### src/design/bpia_ram.sv
// Generic single-port RAM with registered read data.
`timescale 1ns / 1ps
`default_nettype none
module bpia_ram #(
  parameter int WIDTH = 8,
  parameter int DEPTH = 16
) (
  input  wire logic                                 clk_i,
  input  wire logic                                 we_i,
  input  wire logic [(DEPTH > 1 ? $clog2(DEPTH) : 1)-1:0] addr_i,
  input  wire logic [WIDTH-1:0]                     wdata_i,
  output logic      [WIDTH-1:0]                     rdata_o
);

  logic [WIDTH-1:0] mem_q [DEPTH];

  // write or read one entry per cycle
  always_ff @(posedge clk_i) begin
    if (we_i) begin
      mem_q[addr_i] <= wdata_i;
    end
    rdata_o <= mem_q[addr_i];
  end

endmodule
`default_nettype wire

### config.mk
export PLATFORM = sky130hd
export DESIGN_NAME = bpia_ram
export DESIGN_NICKNAME = d
export VERILOG_FILES = /design/src/design/bpia_ram.sv
export SDC_FILE = /design/constraint.sdc
export NUM_CORES = 1
export LEC_CHECK = 0
export ABC_AREA = 1
export BUFFER_PORTS_ARGS = -buffer_cell sky130_fd_sc_hd__buf_2
export CAP_MARGIN = 25
export CORE_MARGIN = 1.5
export CORE_UTILIZATION = 60
export DETAILED_ROUTE_END_ITERATION = 10
export PLACE_DENSITY_LB_ADDON = 0.08
export SYNTH_ARGS = -nofsm -noshare
export SYNTH_HDL_FRONTEND = slang
export SYNTH_SLANG_ARGS = --single-unit
### constraint.sdc
create_clock -name clk_i -period 1.9 [get_ports clk_i]
set_clock_uncertainty 0.05 [all_clocks]
set_input_delay 0.095 -clock clk_i [delete_from_list [all_inputs] [get_ports clk_i]]
set_output_delay 0.095 -clock clk_i [all_outputs]
set_load 0.02 [all_outputs]
==> After elaboration in Yosys (flattened, before gate mapping) <==
Memories as Yosys holds them, arrays and structs flattened. A register that Yosys moved wholly into a read port is not among the register bits.
Cells that the tools add are included.
{ "word_totals": {"register_bits": 0, "mem_bits_rw": 128, "inputBits": 14, "out_inout_bits": 8, "wordCells": 3, "memories": 1} }
{ "mem_list": {"columns": ["name", "depth", "width", "read_ports", "rd_ports_with_merged_regs", "write_ports", "line", "text"], "rows": [
  ["mem_q", 16, 8, 1, 1, 1, "15", "logic [WIDTH-1:0] mem_q [DEPTH];"]
]} }
{ "classes": {"muxes": 2} }
{ "op_table": {"columns": ["operator", "n"], "rows": [
  ["$mux 1", 2]
]} }

==> Depth between registers and ports, before layout <==
{ "depth": {"ltp_word": 2, "depth_mapped": 11, "ltp_nobuf": 9} }

==> Worst setup path after synthesis <==
OpenSTA, ideal clock, no wires.
{ "synth_path": {"kind": "input-to-reg", "start": "input addr_i[1] (netlist name)", "end": "memory mem_q[3][0] (enable)", "setup_ps": 370, "t_arrival_ps": 1102, "required_ps": 1480, "setup_slack_ps": 378, "stages": 4, "n_path_buf": 2, "cell_sequence": "buf_2 -> clkbuf_1 -> nand3_1 -> nor2_1"} }
{ "synth_lines": {"columns": ["element", "line", "text"], "rows": [
  ["start: declaration", "10", "input wire logic [(DEPTH > 1 ? $clog2(DEPTH) : 1)-1:0] addr_i,"],
  ["end: declaration", "15", null]
]} }
Straight into the memory's write port.

==> Worst setup path in the final report <==
{ "layout_path": {"start": "register rdata_o[4] (read register of mem_q)", "end": "output rdata_o[4]"} }
{ "layout_lines": {"columns": ["element", "line", "text"], "rows": [
  ["start: declaration", "12", "output logic [WIDTH-1:0] rdata_o"]
]} }
No word-level cell between the ends.

==> flow_summary.json <==
{
  "status": "finished clean",
  "layout-drive-gt1-share": 0.124,
  "hold_depth": 7,
  "hp-start": "addr_i[2]",
  "h-tree-depth": 4,
  "place.gp.congestion": 0.850,
  "period_needed_ps": 1120,
  "slew_violations": 0,
  "worstSkewPairLatency_ps": 520,
  "initial_core_util": 0.611,
  "critPathKind": "reg -> out",
  "finalSetupViolations": 0,
  "via_per_inst": 5.23,
  "synth_cells": 548,
  "syn_area_per_cell_um2": 10.2,
  "grt_usage": 0.274,
  "fin_setup_tns_ps": 0,
  "netlist.area_leader.share": 0.687,
  "die_w_um": 99.5,
  "cp-start-kind": "flip-flop",
  "worstRegToRegCells": 8,
  "tightest_slew_ps": 649,
  "dieHeight_um": 99.5,
  "yosysTopAreaCell": "edfxtp_1",
  "hpwl_um": 7490,
  "timing.final.ws_setup_ps": 778,
  "ir_drop_mv": 0.801,
  "path_delay_family": "flip-flops",
  "ant_nets": 0,
  "worstHoldPathType": "in -> reg",
  "wl_per_cell_um": 17.0,
  "synth_area_leaders": "edfxtp_1, nand2_1, dfxtp_1",
  "crit_slowest_cell": "dfxtp_1",
  "clk_pin_slew_ps": 60,
  "powerDensity_nw_per_um2": 1080,
  "cts_buffers": 17,
  "path_cells": "buf_2",
  "synth-edff-count": 128,
  "dr.pass1.iters": 5,
  "port_buffers": 21,
  "rsz0062_at_grt": "no",
  "whs_ps": 131,
  "cp.required_ps": 1750,
  "cts-root-buf": "clkbuf_8",
  "yosysMostFrequentCell": "nand2_1",
  "synth_common_cells": "nand2_1, edfxtp_1, inv_1, nor2_1, buf_2",
  "synth_flop_cell": "edfxtp_1",
  "hold_violations": 0,
  "drt-initial-drc-count": 286,
  "ys_seq_area_frac": 0.716,
  "cpPeakStageDelay_ps": 310,
  "period_share": 0.591,
  "area_delta_synth_final_pct": 17.5,
  "rows": 35,
  "cts_tree": "yes",
  "pre_cts_slack_ps": 341,
  "p_leak_nw": 2.87,
  "core-area_um2": 9150,
  "antenna_found_initial": 0,
  "syn_area_um2": 5590,
  "holdPathEnd": "rdata_o[1]$_DFF_P_",
  "ys_warn_count": 0,
  "io_pins": 22,
  "postCtsSetupBuffers": 0,
  "crit_fanout": 1,
  "power_mw": 7.10,
  "fin_nets": 613,
  "cp-end-kind": "output port",
  "grt_max_degree": 49,
  "async_flop_share": 0,
  "r2r_start": "mem_q[6][0]$_DFFE_PP_",
  "die_area_um2": 9910,
  "max_freq_mhz": 891,
  "arrival_ps": 980,
  "via_count": 3778,
  "drv_cap": 0,
  "wl_um": 12300,
  "cts_resized": 0,
  "fillers": 645,
  "clock_path_buffers": 2,
  "rrSetupSlack_ps": 780,
  "hold_buffers": 8,
  "clock_sinks": 136,
  "grt_pass1_vias": 3763,
  "relSlewSlack": 0.565,
  "final_core_util": 0.718,
  "grt_pass1_wl_um": 19500,
  "worst-path-buf-inv": 1,
  "syn_nets": 562,
  "synth-seq-cells": 136,
  "drc": 0,
  "r2r_end": "rdata_o[0]$_DFF_P_",
  "grt.overflow.total": 0,
  "yosysUniqueCellTypes": 11,
  "antenna_cells": 0
}
area by class of cell:
cell class,instances,area [um2],share of cell area
repair buffers,53,365,0.0556
flip-flops and latches,136,4000,0.609
inverters,23,86.3,0.0131
well taps,111,139,0.0211
clock buffers,19,422,0.0642
clock inverters,13,169,0.0257
multi-input cells,368,1390,0.211
worst max-delay path by stage:
stage	to	depth (start not counted)	startpoint
after floorplan	mem_q[3][0]$_DFFE_PP_	4	addr_i[1]
after global placement	mem_q[8][1]$_DFFE_PP_	6	addr_i[1]
after detailed placement	mem_q[12][3]$_DFFE_PP_	6	addr_i[1]
after CTS	rdata_o[4]	1	rdata_o[4]$_DFF_P_
after global routing	mem_q[12][4]$_DFFE_PP_	6	addr_i[1]
final	rdata_o[4]	1	rdata_o[4]$_DFF_P_
where the power goes:
| group | leakage, nW | switching [mW] | internal [mW] | total [mW] |
|---|---|---|---|---|
| sequential | 1.22 | 0.0173 | 3.35 | 3.37 |
| clock | 0.288 | 1.27 | 2.02 | 3.29 |
| combinational | 1.36 | 0.314 | 0.127 | 0.441 |
per-stage QoR:
stage | instance area (um2) | instances
2_1_floorplan | 5590 | 548
3_3_place_gp | 5900 | 683
3_5_place_dp | 5900 | 683
4_1_cts | 6570 | 723
5_1_grt | 6570 | 723
6_report | 6570 | 723
state kept, by name, summed over array words and instances, names as in the netlist:
name / cells
mem_q: 128
rdata_o: 8
routing by layer:
layer  track usage  wire length, um  vias to the layer above
li1              -                -                     1856
met5             0                0                        -
met4         0.106              179                        0
met1         0.381             5530                     1772
met2         0.435             5830                      135
met3        0.0513              721                       15
placed cells by master (no fill, tap or decap), types with 2 or more instances in the layout:
| master | synthesis | routed |
|---|---|---|
| buf_2 | 12 | 21 |
| buf_4 | 6 | 24 |
| bufinv_16 | 0 | 3 |
| clkbuf_1 | 3 | 2 |
| clkbuf_16 | 0 | 16 |
| clkinv_2 | 0 | 2 |
| clkinv_4 | 0 | 3 |
| dfxtp_1 | 8 | 8 |
| dlygate4sd3_1 | 0 | 8 |
| edfxtp_1 | 128 | 128 |
| inv_1 | 21 | 21 |
| inv_6 | 0 | 4 |
| nand2_1 | 346 | 346 |
| nand3_1 | 4 | 4 |
| nor2_1 | 18 | 18 |
logic make-up (layout without fill, tap and decap cells):
family / count (synthesis) / after routing / share of synthesized area
buf+inv: 44 / 108 / 0.0362
simple gates: 368 / 368 / 0.248
flops: 136 / 136 / 0.716
(Power assumes the default switching activity.)
